[src/rtl/tp4_pkg.sv]
// Package for the 4-D tensor permute address generator.
// Holds widths, register indexes, shared types and the dimension clamp function.
// No dependencies.
package tp4_pkg;

   localparam int DEFAULT_DIM_BITS = 8;
   localparam int NUM_AXES         = 4;
   localparam int DIM_REG_W        = 9;
   localparam int AXIS_W           = 2;
   localparam int ADDR_W           = 32;
   localparam int ELEM_W           = 32;
   localparam int EFF_W            = 17;
   localparam int CSR_INDEX_W      = 4;
   localparam int CSR_DATA_W       = 9;
   localparam int QDEPTH           = 2;
   localparam int QPTR_W           = $clog2(QDEPTH);
   localparam int QCNT_W           = $clog2(QDEPTH + 1);

   localparam logic [CSR_INDEX_W-1:0] REG_DIM_A     = 4'd0;
   localparam logic [CSR_INDEX_W-1:0] REG_DIM_B     = 4'd1;
   localparam logic [CSR_INDEX_W-1:0] REG_DIM_C     = 4'd2;
   localparam logic [CSR_INDEX_W-1:0] REG_DIM_D     = 4'd3;
   localparam logic [CSR_INDEX_W-1:0] REG_AXIS_OUT0 = 4'd4;
   localparam logic [CSR_INDEX_W-1:0] REG_AXIS_OUT1 = 4'd5;
   localparam logic [CSR_INDEX_W-1:0] REG_AXIS_OUT2 = 4'd6;
   localparam logic [CSR_INDEX_W-1:0] REG_AXIS_OUT3 = 4'd7;

   typedef enum logic [1:0] {
      STR_IDLE,
      STR_PROD,
      STR_SCATTER
   } str_state_type;

   typedef struct packed {
      logic [NUM_AXES-1:0][ADDR_W-1:0]    strides;
      logic [NUM_AXES-1:0][DIM_REG_W-1:0] dims;
      logic                               bad;
      logic                               busy;
      logic                               restart;
   } cfg_type;

   typedef struct packed {
      logic [ELEM_W-1:0] elem;
      logic [ADDR_W-1:0] sum_hi;
      logic [ADDR_W-1:0] sum_lo;
      logic              last;
      logic              bad;
   } qent_type;

   // Effective size of an axis: zero acts as one, and the size is capped at 2^dim_bits.
   function automatic logic [EFF_W-1:0] eff_dim(input logic [DIM_REG_W-1:0] r,
                                                input int unsigned dim_bits);
      logic [EFF_W:0] lim;
      lim = (EFF_W + 1)'(1) << dim_bits;
      if (r == '0) begin
         return EFF_W'(1);
      end else if ((EFF_W + 1)'(r) > lim) begin
         return lim[EFF_W-1:0];
      end else begin
         return EFF_W'(r);
      end
   endfunction

endpackage

[src/rtl/tp4_stride.sv]
// Configuration registers and stride sequencer of the permute address generator.
// Recomputes the per-axis output strides (product, then scatter) after each write.
// Depends on tp4_pkg.
module tp4_stride #(
   parameter int DIM_BITS = tp4_pkg::DEFAULT_DIM_BITS
) (
   input  logic                               clock,
   input  logic                               reset,
   input  logic                               csr_valid,
   output logic                               csr_ready,
   input  logic [tp4_pkg::CSR_INDEX_W-1:0]    csr_index,
   input  logic [tp4_pkg::CSR_DATA_W-1:0]     csr_data,
   output tp4_pkg::cfg_type                   cfg
);

   localparam int NA = tp4_pkg::NUM_AXES;
   localparam int AW = tp4_pkg::ADDR_W;

   logic [NA-1:0][tp4_pkg::DIM_REG_W-1:0] dim_ff, dim_in;
   logic [NA-1:0][tp4_pkg::AXIS_W-1:0]    axis_ff, axis_in;
   logic [NA-1:0][tp4_pkg::AXIS_W-1:0]    perm_ff, perm_in;
   logic [NA-1:0][AW-1:0]                 strides_ff, strides_in;
   logic                                  bad_ff, bad_in;
   logic [AW-1:0]                         ostr2_ff, ostr2_in;
   logic [AW-1:0]                         ostr1_ff, ostr1_in;
   logic [tp4_pkg::EFF_W-1:0]             e1_ff, e1_in;
   tp4_pkg::str_state_type                state_ff, state_in;

   logic                                  write_acc;
   logic [NA-1:0]                         seen;
   logic                                  bad_now;
   logic [NA-1:0][tp4_pkg::AXIS_W-1:0]    perm_now;
   logic [tp4_pkg::EFF_W-1:0]             e2, e3;
   logic [2*tp4_pkg::EFF_W-1:0]           prod12;
   logic [AW+tp4_pkg::EFF_W-1:0]          prod0;
   logic [NA-1:0][AW-1:0]                 ostr;

   assign csr_ready = 1'b1;
   assign write_acc = csr_valid && (csr_index <= tp4_pkg::REG_AXIS_OUT3);

   always_comb begin
      dim_in  = dim_ff;
      axis_in = axis_ff;
      if (write_acc) begin
         case (csr_index)
            tp4_pkg::REG_DIM_A:     dim_in[0]  = csr_data;
            tp4_pkg::REG_DIM_B:     dim_in[1]  = csr_data;
            tp4_pkg::REG_DIM_C:     dim_in[2]  = csr_data;
            tp4_pkg::REG_DIM_D:     dim_in[3]  = csr_data;
            tp4_pkg::REG_AXIS_OUT0: axis_in[0] = csr_data[tp4_pkg::AXIS_W-1:0];
            tp4_pkg::REG_AXIS_OUT1: axis_in[1] = csr_data[tp4_pkg::AXIS_W-1:0];
            tp4_pkg::REG_AXIS_OUT2: axis_in[2] = csr_data[tp4_pkg::AXIS_W-1:0];
            tp4_pkg::REG_AXIS_OUT3: axis_in[3] = csr_data[tp4_pkg::AXIS_W-1:0];
            default: begin
            end
         endcase
      end
   end

   always_comb begin
      seen = '0;
      for (int k = 0; k < NA; k++) begin
         seen[axis_ff[k]] = 1'b1;
      end
      bad_now = (seen != '1);
      for (int k = 0; k < NA; k++) begin
         perm_now[k] = bad_now ? tp4_pkg::AXIS_W'(k) : axis_ff[k];
      end
      e3     = tp4_pkg::eff_dim(dim_ff[perm_now[3]], DIM_BITS);
      e2     = tp4_pkg::eff_dim(dim_ff[perm_now[2]], DIM_BITS);
      prod12 = e3 * e2;
      prod0  = ostr1_ff * e1_ff;
      ostr[3] = AW'(1);
      ostr[2] = ostr2_ff;
      ostr[1] = ostr1_ff;
      ostr[0] = prod0[AW-1:0];
   end

   always_comb begin
      state_in = state_ff;
      case (state_ff)
         tp4_pkg::STR_IDLE:    state_in = tp4_pkg::STR_IDLE;
         tp4_pkg::STR_PROD:    state_in = tp4_pkg::STR_SCATTER;
         tp4_pkg::STR_SCATTER: state_in = tp4_pkg::STR_IDLE;
         default:              state_in = tp4_pkg::STR_IDLE;
      endcase
      if (write_acc) begin
         state_in = tp4_pkg::STR_PROD;
      end
   end

   always_comb begin
      perm_in    = perm_ff;
      bad_in     = bad_ff;
      ostr2_in   = ostr2_ff;
      ostr1_in   = ostr1_ff;
      e1_in      = e1_ff;
      strides_in = strides_ff;
      case (state_ff)
         tp4_pkg::STR_PROD: begin
            perm_in  = perm_now;
            bad_in   = bad_now;
            ostr2_in = AW'(e3);
            ostr1_in = AW'(prod12);
            e1_in    = tp4_pkg::eff_dim(dim_ff[perm_now[1]], DIM_BITS);
         end
         tp4_pkg::STR_SCATTER: begin
            for (int k = 0; k < NA; k++) begin
               strides_in[perm_ff[k]] = ostr[k];
            end
         end
         default: begin
         end
      endcase
   end

   always_ff @(posedge clock) begin
      if (reset) begin
         state_ff <= tp4_pkg::STR_IDLE;
         bad_ff   <= 1'b0;
         for (int k = 0; k < NA; k++) begin
            dim_ff[k]     <= tp4_pkg::DIM_REG_W'(1);
            axis_ff[k]    <= tp4_pkg::AXIS_W'(k);
            perm_ff[k]    <= tp4_pkg::AXIS_W'(k);
            strides_ff[k] <= AW'(1);
         end
      end else begin
         state_ff   <= state_in;
         bad_ff     <= bad_in;
         dim_ff     <= dim_in;
         axis_ff    <= axis_in;
         perm_ff    <= perm_in;
         strides_ff <= strides_in;
      end
   end

   always_ff @(posedge clock) begin
      ostr2_ff <= ostr2_in;
      ostr1_ff <= ostr1_in;
      e1_ff    <= e1_in;
   end

   always_comb begin
      cfg.strides = strides_ff;
      cfg.dims    = dim_ff;
      cfg.bad     = bad_ff;
      cfg.busy    = (state_ff != tp4_pkg::STR_IDLE) || csr_valid;
      cfg.restart = write_acc;
   end

endmodule

[src/rtl/tp4_front.sv]
// Front end of the permute address generator: takes input transfers, steps the
// mixed-radix position counter and its per-axis address terms. Depends on tp4_pkg.
module tp4_front #(
   parameter int DIM_BITS = tp4_pkg::DEFAULT_DIM_BITS
) (
   input  logic                          clock,
   input  logic                          reset,
   input  logic                          req_tvalid,
   output logic                          req_tready,
   input  logic [tp4_pkg::ELEM_W-1:0]    req_tdata,
   input  tp4_pkg::cfg_type              cfg,
   input  logic                          q_full,
   output logic                          q_push,
   output tp4_pkg::qent_type             q_data
);

   localparam int NA = tp4_pkg::NUM_AXES;
   localparam int AW = tp4_pkg::ADDR_W;

   logic [NA-1:0][DIM_BITS-1:0] digit_ff, digit_in;
   logic [NA-1:0][AW-1:0]       part_ff, part_in;
   logic [NA-1:0][DIM_BITS-1:0] max_digit;
   logic [NA-1:0]               at_max;
   logic [tp4_pkg::EFF_W-1:0]   eff;
   logic                        carry;

   assign req_tready = !cfg.busy && !q_full;
   assign q_push     = req_tvalid && req_tready;

   always_comb begin
      for (int k = 0; k < NA; k++) begin
         eff          = tp4_pkg::eff_dim(cfg.dims[k], DIM_BITS) - tp4_pkg::EFF_W'(1);
         max_digit[k] = eff[DIM_BITS-1:0];
         at_max[k]    = (digit_ff[k] == max_digit[k]);
      end
   end

   always_comb begin
      q_data.elem   = req_tdata;
      q_data.sum_hi = part_ff[0] + part_ff[1];
      q_data.sum_lo = part_ff[2] + part_ff[3];
      q_data.last   = &at_max;
      q_data.bad    = cfg.bad;
   end

   always_comb begin
      digit_in = digit_ff;
      part_in  = part_ff;
      carry    = 1'b1;
      if (cfg.restart) begin
         digit_in = '0;
         part_in  = '0;
      end else if (q_push) begin
         for (int k = NA - 1; k >= 0; k--) begin
            if (carry) begin
               if (at_max[k]) begin
                  digit_in[k] = '0;
                  part_in[k]  = '0;
               end else begin
                  digit_in[k] = digit_ff[k] + DIM_BITS'(1);
                  part_in[k]  = part_ff[k] + cfg.strides[k];
                  carry       = 1'b0;
               end
            end
         end
      end
   end

   always_ff @(posedge clock) begin
      if (reset) begin
         digit_ff <= '0;
         part_ff  <= '0;
      end else begin
         digit_ff <= digit_in;
         part_ff  <= part_in;
      end
   end

endmodule

[src/rtl/tp4_queue.sv]
// Short queue between the front end and the back end of the permute address
// generator, held in a small register memory. Depends on tp4_pkg.
module tp4_queue (
   input  logic               clock,
   input  logic               reset,
   input  logic               push,
   input  tp4_pkg::qent_type  push_data,
   input  logic               pop,
   output tp4_pkg::qent_type  pop_data,
   output logic               full,
   output logic               empty
);

   tp4_pkg::qent_type               mem_ff [tp4_pkg::QDEPTH];
   logic [tp4_pkg::QPTR_W-1:0]      wr_ptr_ff, wr_ptr_in;
   logic [tp4_pkg::QPTR_W-1:0]      rd_ptr_ff, rd_ptr_in;
   logic [tp4_pkg::QCNT_W-1:0]      count_ff, count_in;

   assign full     = (count_ff == tp4_pkg::QCNT_W'(tp4_pkg::QDEPTH));
   assign empty    = (count_ff == '0);
   assign pop_data = mem_ff[rd_ptr_ff];

   always_comb begin
      wr_ptr_in = wr_ptr_ff;
      rd_ptr_in = rd_ptr_ff;
      count_in  = count_ff;
      if (push) begin
         wr_ptr_in = (wr_ptr_ff == tp4_pkg::QPTR_W'(tp4_pkg::QDEPTH - 1)) ? '0
                     : wr_ptr_ff + tp4_pkg::QPTR_W'(1);
      end
      if (pop) begin
         rd_ptr_in = (rd_ptr_ff == tp4_pkg::QPTR_W'(tp4_pkg::QDEPTH - 1)) ? '0
                     : rd_ptr_ff + tp4_pkg::QPTR_W'(1);
      end
      if (push && !pop) begin
         count_in = count_ff + tp4_pkg::QCNT_W'(1);
      end else if (pop && !push) begin
         count_in = count_ff - tp4_pkg::QCNT_W'(1);
      end
   end

   always_ff @(posedge clock) begin
      if (reset) begin
         wr_ptr_ff <= '0;
         rd_ptr_ff <= '0;
         count_ff  <= '0;
      end else begin
         wr_ptr_ff <= wr_ptr_in;
         rd_ptr_ff <= rd_ptr_in;
         count_ff  <= count_in;
      end
   end

   always_ff @(posedge clock) begin
      if (push) begin
         mem_ff[wr_ptr_ff] <= push_data;
      end
   end

endmodule

[src/rtl/tp4_back.sv]
// Back end of the permute address generator: completes the output address and
// holds the result in the output register until it is taken. Depends on tp4_pkg.
module tp4_back (
   input  logic                                          clock,
   input  logic                                          reset,
   input  logic                                          q_empty,
   input  tp4_pkg::qent_type                             q_data,
   output logic                                          q_pop,
   output logic                                          rsp_tvalid,
   input  logic                                          rsp_tready,
   output logic [tp4_pkg::ADDR_W+tp4_pkg::ELEM_W-1:0]    rsp_tdata,
   output logic                                          rsp_tlast,
   output logic                                          rsp_tuser
);

   logic                          valid_ff, valid_in;
   logic [tp4_pkg::ADDR_W-1:0]    addr_ff, addr_in;
   logic [tp4_pkg::ELEM_W-1:0]    elem_ff, elem_in;
   logic                          last_ff, last_in;
   logic                          bad_ff, bad_in;

   assign q_pop = !q_empty && (!valid_ff || rsp_tready);

   always_comb begin
      valid_in = valid_ff;
      addr_in  = addr_ff;
      elem_in  = elem_ff;
      last_in  = last_ff;
      bad_in   = bad_ff;
      if (q_pop) begin
         valid_in = 1'b1;
         addr_in  = q_data.sum_hi + q_data.sum_lo;
         elem_in  = q_data.elem;
         last_in  = q_data.last;
         bad_in   = q_data.bad;
      end else if (rsp_tready) begin
         valid_in = 1'b0;
      end
   end

   always_ff @(posedge clock) begin
      if (reset) begin
         valid_ff <= 1'b0;
      end else begin
         valid_ff <= valid_in;
      end
   end

   always_ff @(posedge clock) begin
      addr_ff <= addr_in;
      elem_ff <= elem_in;
      last_ff <= last_in;
      bad_ff  <= bad_in;
   end

   assign rsp_tvalid = valid_ff;
   assign rsp_tdata  = {elem_ff, addr_ff};
   assign rsp_tlast  = last_ff;
   assign rsp_tuser  = bad_ff;

endmodule

[src/rtl/tensor_permute_4d_address_gen.sv]
// An accepted input is queued, then its result is offered from the output register.
// Throughput: one element per cycle unless the queue is full, set by the single-step
// position counter and one pair of address adds per element in the front end.
// After a register write no input is taken in the write cycle or while the stride
// sequencer forms its two products. Synchronous active-high reset restores identity
// permutation, unit dimensions and a cleared position counter.
module tensor_permute_4d_address_gen #(
   parameter int DIM_BITS = tp4_pkg::DEFAULT_DIM_BITS
) (
   input  logic                                          clock,
   input  logic                                          reset,
   input  logic                                          req_tvalid,
   output logic                                          req_tready,
   // elem_bits [31:0]
   input  logic [tp4_pkg::ELEM_W-1:0]                    req_tdata,
   output logic                                          rsp_tvalid,
   input  logic                                          rsp_tready,
   // dest_address [31:0], elem_out [63:32]
   output logic [tp4_pkg::ADDR_W+tp4_pkg::ELEM_W-1:0]    rsp_tdata,
   output logic                                          rsp_tlast,
   // bad_permutation [0]
   output logic                                          rsp_tuser,
   input  logic                                          csr_valid,
   output logic                                          csr_ready,
   input  logic [tp4_pkg::CSR_INDEX_W-1:0]               csr_index,
   input  logic [tp4_pkg::CSR_DATA_W-1:0]                csr_data
);

   tp4_pkg::cfg_type  cfg;
   tp4_pkg::qent_type push_data;
   tp4_pkg::qent_type pop_data;
   logic              push;
   logic              pop;
   logic              q_full;
   logic              q_empty;

   tp4_stride #(
      .DIM_BITS (DIM_BITS)
   ) u_stride (
      .clock     (clock),
      .reset     (reset),
      .csr_valid (csr_valid),
      .csr_ready (csr_ready),
      .csr_index (csr_index),
      .csr_data  (csr_data),
      .cfg       (cfg)
   );

   tp4_front #(
      .DIM_BITS (DIM_BITS)
   ) u_front (
      .clock      (clock),
      .reset      (reset),
      .req_tvalid (req_tvalid),
      .req_tready (req_tready),
      .req_tdata  (req_tdata),
      .cfg        (cfg),
      .q_full     (q_full),
      .q_push     (push),
      .q_data     (push_data)
   );

   tp4_queue u_queue (
      .clock     (clock),
      .reset     (reset),
      .push      (push),
      .push_data (push_data),
      .pop       (pop),
      .pop_data  (pop_data),
      .full      (q_full),
      .empty     (q_empty)
   );

   tp4_back u_back (
      .clock      (clock),
      .reset      (reset),
      .q_empty    (q_empty),
      .q_data     (pop_data),
      .q_pop      (pop),
      .rsp_tvalid (rsp_tvalid),
      .rsp_tready (rsp_tready),
      .rsp_tdata  (rsp_tdata),
      .rsp_tlast  (rsp_tlast),
      .rsp_tuser  (rsp_tuser)
   );

endmodule
[config.mk]
export PLATFORM = sky130hd
export DESIGN_NAME = tensor_permute_4d_address_gen
export DESIGN_NICKNAME = d
export VERILOG_FILES = /design/src/rtl/tp4_pkg.sv /design/src/rtl/tp4_stride.sv /design/src/rtl/tp4_front.sv /design/src/rtl/tp4_queue.sv /design/src/rtl/tp4_back.sv /design/src/rtl/tensor_permute_4d_address_gen.sv
export SDC_FILE = /design/constraint.sdc
export NUM_CORES = 2
export LEC_CHECK = 0
export BUFFER_PORTS_ARGS = -buffer_cell sky130_fd_sc_hd__buf_2
export CORE_AREA = 4 4 294 296
export CTS_BUF_LIST = sky130_fd_sc_hd__clkbuf_4
export DETAILED_ROUTE_END_ITERATION = 8
export DIE_AREA = 0 0 298 300
export MAX_ROUTING_LAYER = met4
export PLACE_DENSITY = 0.77
export SLEW_MARGIN = 20
export SYNTH_ARGS = -nofsm -noshare
export SYNTH_HDL_FRONTEND = slang
export SYNTH_SLANG_ARGS = --single-unit
[constraint.sdc]
create_clock -name clock -period 9 [get_ports clock]
set_input_delay 0.45 -clock clock [delete_from_list [all_inputs] [get_ports clock]]
set_output_delay 0.45 -clock clock [all_outputs]
set_load 0.05 [all_outputs]
==> summary.md <==
| Metric | Value |
|---|---|
| Pin count of the biggest net entering global routing | `76` |
| Synth area leaders | `edfxtp_1 20%, dfxtp_1 15%, ha_1 11%, fa_1 7.9%, nand2_1 3.6%` |
| CTS tree | `done` |
| Crit path max-delay family | `adder cells` |
| CP Capture Type | `flip-flop` |
| FILL cells | `7166` |
| Combinational share of power | `32.0%` |
| Count of flip-flops with a built-in enable after synthesis | `300` |
| Hpwl dp | `92900 µm` |
| Worst Setup Path Type | `reg -> reg` |
| DR WL/cell | `20.0 µm` |
| Layout Skew | `0.0696 ns` |
| Vias in the first global route | `36200` |
| Die X | `298 µm` |
| Clock power share | `28.5%` |
| RSZ-0062 raised after global routing | `false` |
| Top FF cell, synth | `dfxtp_1` |
| Clock latency on the worst-skew pair | `1.07 ns` |
| Final hold viol count | `0` |
| P_sw | `3.37 mW` |
| Rel. slew slack | `23.9%` |
| GPL Wtd Cong | `0.966` |
| Hold Crit Class | `in -> reg` |
| Max-slew violations | `0` |
| Syn Std Cell Area | `45900 µm²` |
| YS warnings | `0` |
| CP max stage cell | `dfxtp_1` |
| TritonCTS buffer count | `164` |
| Post-Synth XOR/XNOR Area | `4.83%` |
| Via density | `5.99` |
| Share of layout cells above drive strength 1 | `11.7%` |
| Share of the synthesized area in the top cell type | `19.6%` |
| GRT Total Usage | `28.6%` |
| Clk sink count | `649` |
| Maximum clock rate | `121 MHz` |
| Residual DRC | `0` |
| Post-Synth Adder-Cell Area | `18.5%` |
| Total Nets Final | `5706` |
| DP Area | `47400 µm²` |
| Synth Area in Simple Gates | `14.7%` |
| Most common cell in the netlist | `nand2_1` |
| Number of cell rows | `106` |
| Maximum fanout along the worst path | `13` |
| Global route overflow | `0` |
| Mux contribution to synthesized area | `3.96%` |
| Sequential power share | `39.5%` |
| DRT Wirelength | `126000 µm` |
| Sequential-to-total area share from yosys stat | `34.8%` |
| Status | `complete, no violations` |
| Ys async rst share | `0%` |
| Syn-to-layout area delta | `9.41%` |
| Initial core utilization | `54.9%` |
| First-pass GRT wire length | `198000 µm` |
| Crit path time final | `8.24 ns` |
| Main combinational cell family by area after synthesis | `adder cells` |
| Static leakage | `22.0 nW` |
| H-Tree Depth | `4` |
| Clk root buf | `clkbuf_4` |
| Synth Register Bits | `649` |
| Max-Cap Viols | `0` |
| Cell mode on critical path | `inv_1` |
| Synth unique cells | `90` |
| WP data arrival | `8.99 ns` |
| Synth Area in Compound Gates | `18.3%` |
| Via count | `37800` |
| Final Instance Area | `50200 µm²` |
| Fin crit share | `91.6%` |
| Port Buffer Count | `117` |
| Cells after Synth | `4907` |
| Number of detailed-route iterations in the first pass | `6` |
| Mean Syn Cell Area | `9.35 µm²` |
| PnR Total Power | `8.98 mW` |
| Synthesized Nets | `5528` |
| Cell Int Power | `5.61 mW` |
| Worst vdd ir | `0.181 mV` |
| I/O pins | `119` |
| Final setup fails | `0` |
| Worst-path clk slew | `0.08 ns` |
| Power Density | `179 nW/µm²` |
| Type of origin of the critical path | `flip-flop` |
| Area of the core | `83600 µm²` |
| Post-synth top cells | `442 x nand2_1, 430 x nor2_1, 389 x ha_1` |
| CP peak stage delay | `0.61 ns` |
| Final Core Density | `60.1%` |
| ANT nets after route | `0` |
| Initial antenna violation count | `4` |
| Setup TNS | `0 ns` |
| DRT iter0 DRCs | `3379` |
| Leading area contributor after synthesis | `edfxtp_1` |
| Die ar. | `89400 µm²` |
| Switch share | `37.5%` |
| Die Y-Extent | `300 µm` |
| WP buf/inv | `7` |
| Worst-Margin Slew | `1.14 ns` |
| Worst Path Required | `9.75 ns` |
| Clock Tree Buf Depth | `3` |
[placed cells by master (no fill, tap or decap), types with 23 or more instances in the layout]
cell and instances:
buf_4 63, nand4_1 29, mux2_2 110, xnor2_1 158, nor3_1 63, fa_1 182
nor2b_1 59, a22o_1 91, and2_1 119, nand2b_1 40, and3_1 28, a211oi_1 32
nand3_1 88, o21bai_1 26, dfxtp_1 347, buf_2 116, clkbuf_4 242, xor2_1 95
nand2_1 441, o21ai_0 249, a21o_1 119, clkinv_1 30, inv_1 353, nor2_1 424
or3_1 29, edfxtp_1 300, a22oi_1 56, a31oi_1 24, dlygate4sd3_1 56, mux2i_1 58
a21oi_1 327, o21a_1 52, o221ai_1 23, ha_1 389, o211ai_1 63
[power groups by stage]
stage / logic (mW) / registers [mW] / clock network [mW]
after CTS: 2.85 / 3.55 / 2.60
after detailed placement: 2.81 / 3.61 / 0
after floorplan: 1.58 / 4.00 / 0
after global routing: 3.10 / 3.57 / 2.77
final: 2.88 / 3.55 / 2.56
after global placement: 2.79 / 3.60 / 0
[metrics by stage]
stage	hold slack, ns	std cells	worst slack [ns]
3_3_place_gp	0.447	5939	0.511
5_1_grt	0.0380	6301	0.0203
2_1_floorplan	0.426	4907	0.0959
4_1_cts	0.0244	6287	0.306
3_5_place_dp	0.461	5939	0.338
6_report	0.0839	6301	0.758
[cell type report]
type	count	area [µm²]	share of cell area [%]
repair buffers	235	1610	3.21
well taps	1080	1350	2.69
clock inverters	50	314	0.625
clock buffers	242	1820	3.62
inverters	354	1330	2.65
diodes	10	25.0	0.0498
multi-input cells	3681	27800	55.3
flip-flops and latches	649	16000	31.9
[final timing paths]
check        cells after the start                         endpoint                             start  slack [ns]
max                             33  u_stride.ostr1_ff[18]$_DFFE_PP_  u_stride.axis_ff[3]$_SDFFE_PP0P_        0.76
min                              2   u_queue.mem_ff[1][1]$_DFFE_PP_                        req_tvalid        0.08
max reg2reg                     33  u_stride.ostr1_ff[18]$_DFFE_PP_  u_stride.axis_ff[3]$_SDFFE_PP0P_        0.76
min reg2reg                      1   u_stride.cfg[166]$_SDFFE_PP0N_    u_stride.cfg[166]$_SDFFE_PP0N_        0.47
[logic make-up (layout without fill, tap and decap cells)]
logic type | count (synthesis) | after routing
AOI/OAI and AO/OA | 1264 | 1265
xor gates and xnor gates | 253 | 253
adders and majority gates | 571 | 571
buffers and inverters | 578 | 881
DFF | 649 | 649
muxes | 168 | 168
other | 1 | 11
and+or+nand+nor | 1423 | 1423
[per-layer routing]
| layer | GRT usage [%] | share of wire (%) |
|---|---|---|
| met5 | - | 0 |
| met4 | 13.7 | 5.0 |
| met2 | 44.9 | 46 |
| met3 | 5.01 | 8.0 |
| met1 | 36.1 | 41 |
[flip-flops by register name, summed over array words and instances (netlist names), 2 cells and up, named ones only]
signal / cells
u_stride.perm_ff: 8
u_stride.e1_ff: 9
u_queue.mem_ff: 196
u_stride.state_ff: 2
u_back.addr_ff: 32
u_front.part_ff: 128
u_front.digit_ff: 32
u_stride.ostr2_ff: 9
u_queue.count_ff: 2
u_back.elem_ff: 32
u_stride.axis_ff: 8
u_stride.ostr1_ff: 20
u_stride.cfg: 164
[repair_timing]
item / 4_1_cts / 5_1_grt
endpoints found under the setup margin: 0 / 3
endpoints found under the hold margin: 135 / 0
gates resized for setup: 0 / 5
setup buffers: 0 / 3
hold buffers: 56 / 0
Power figures use the tool's default switching activity.
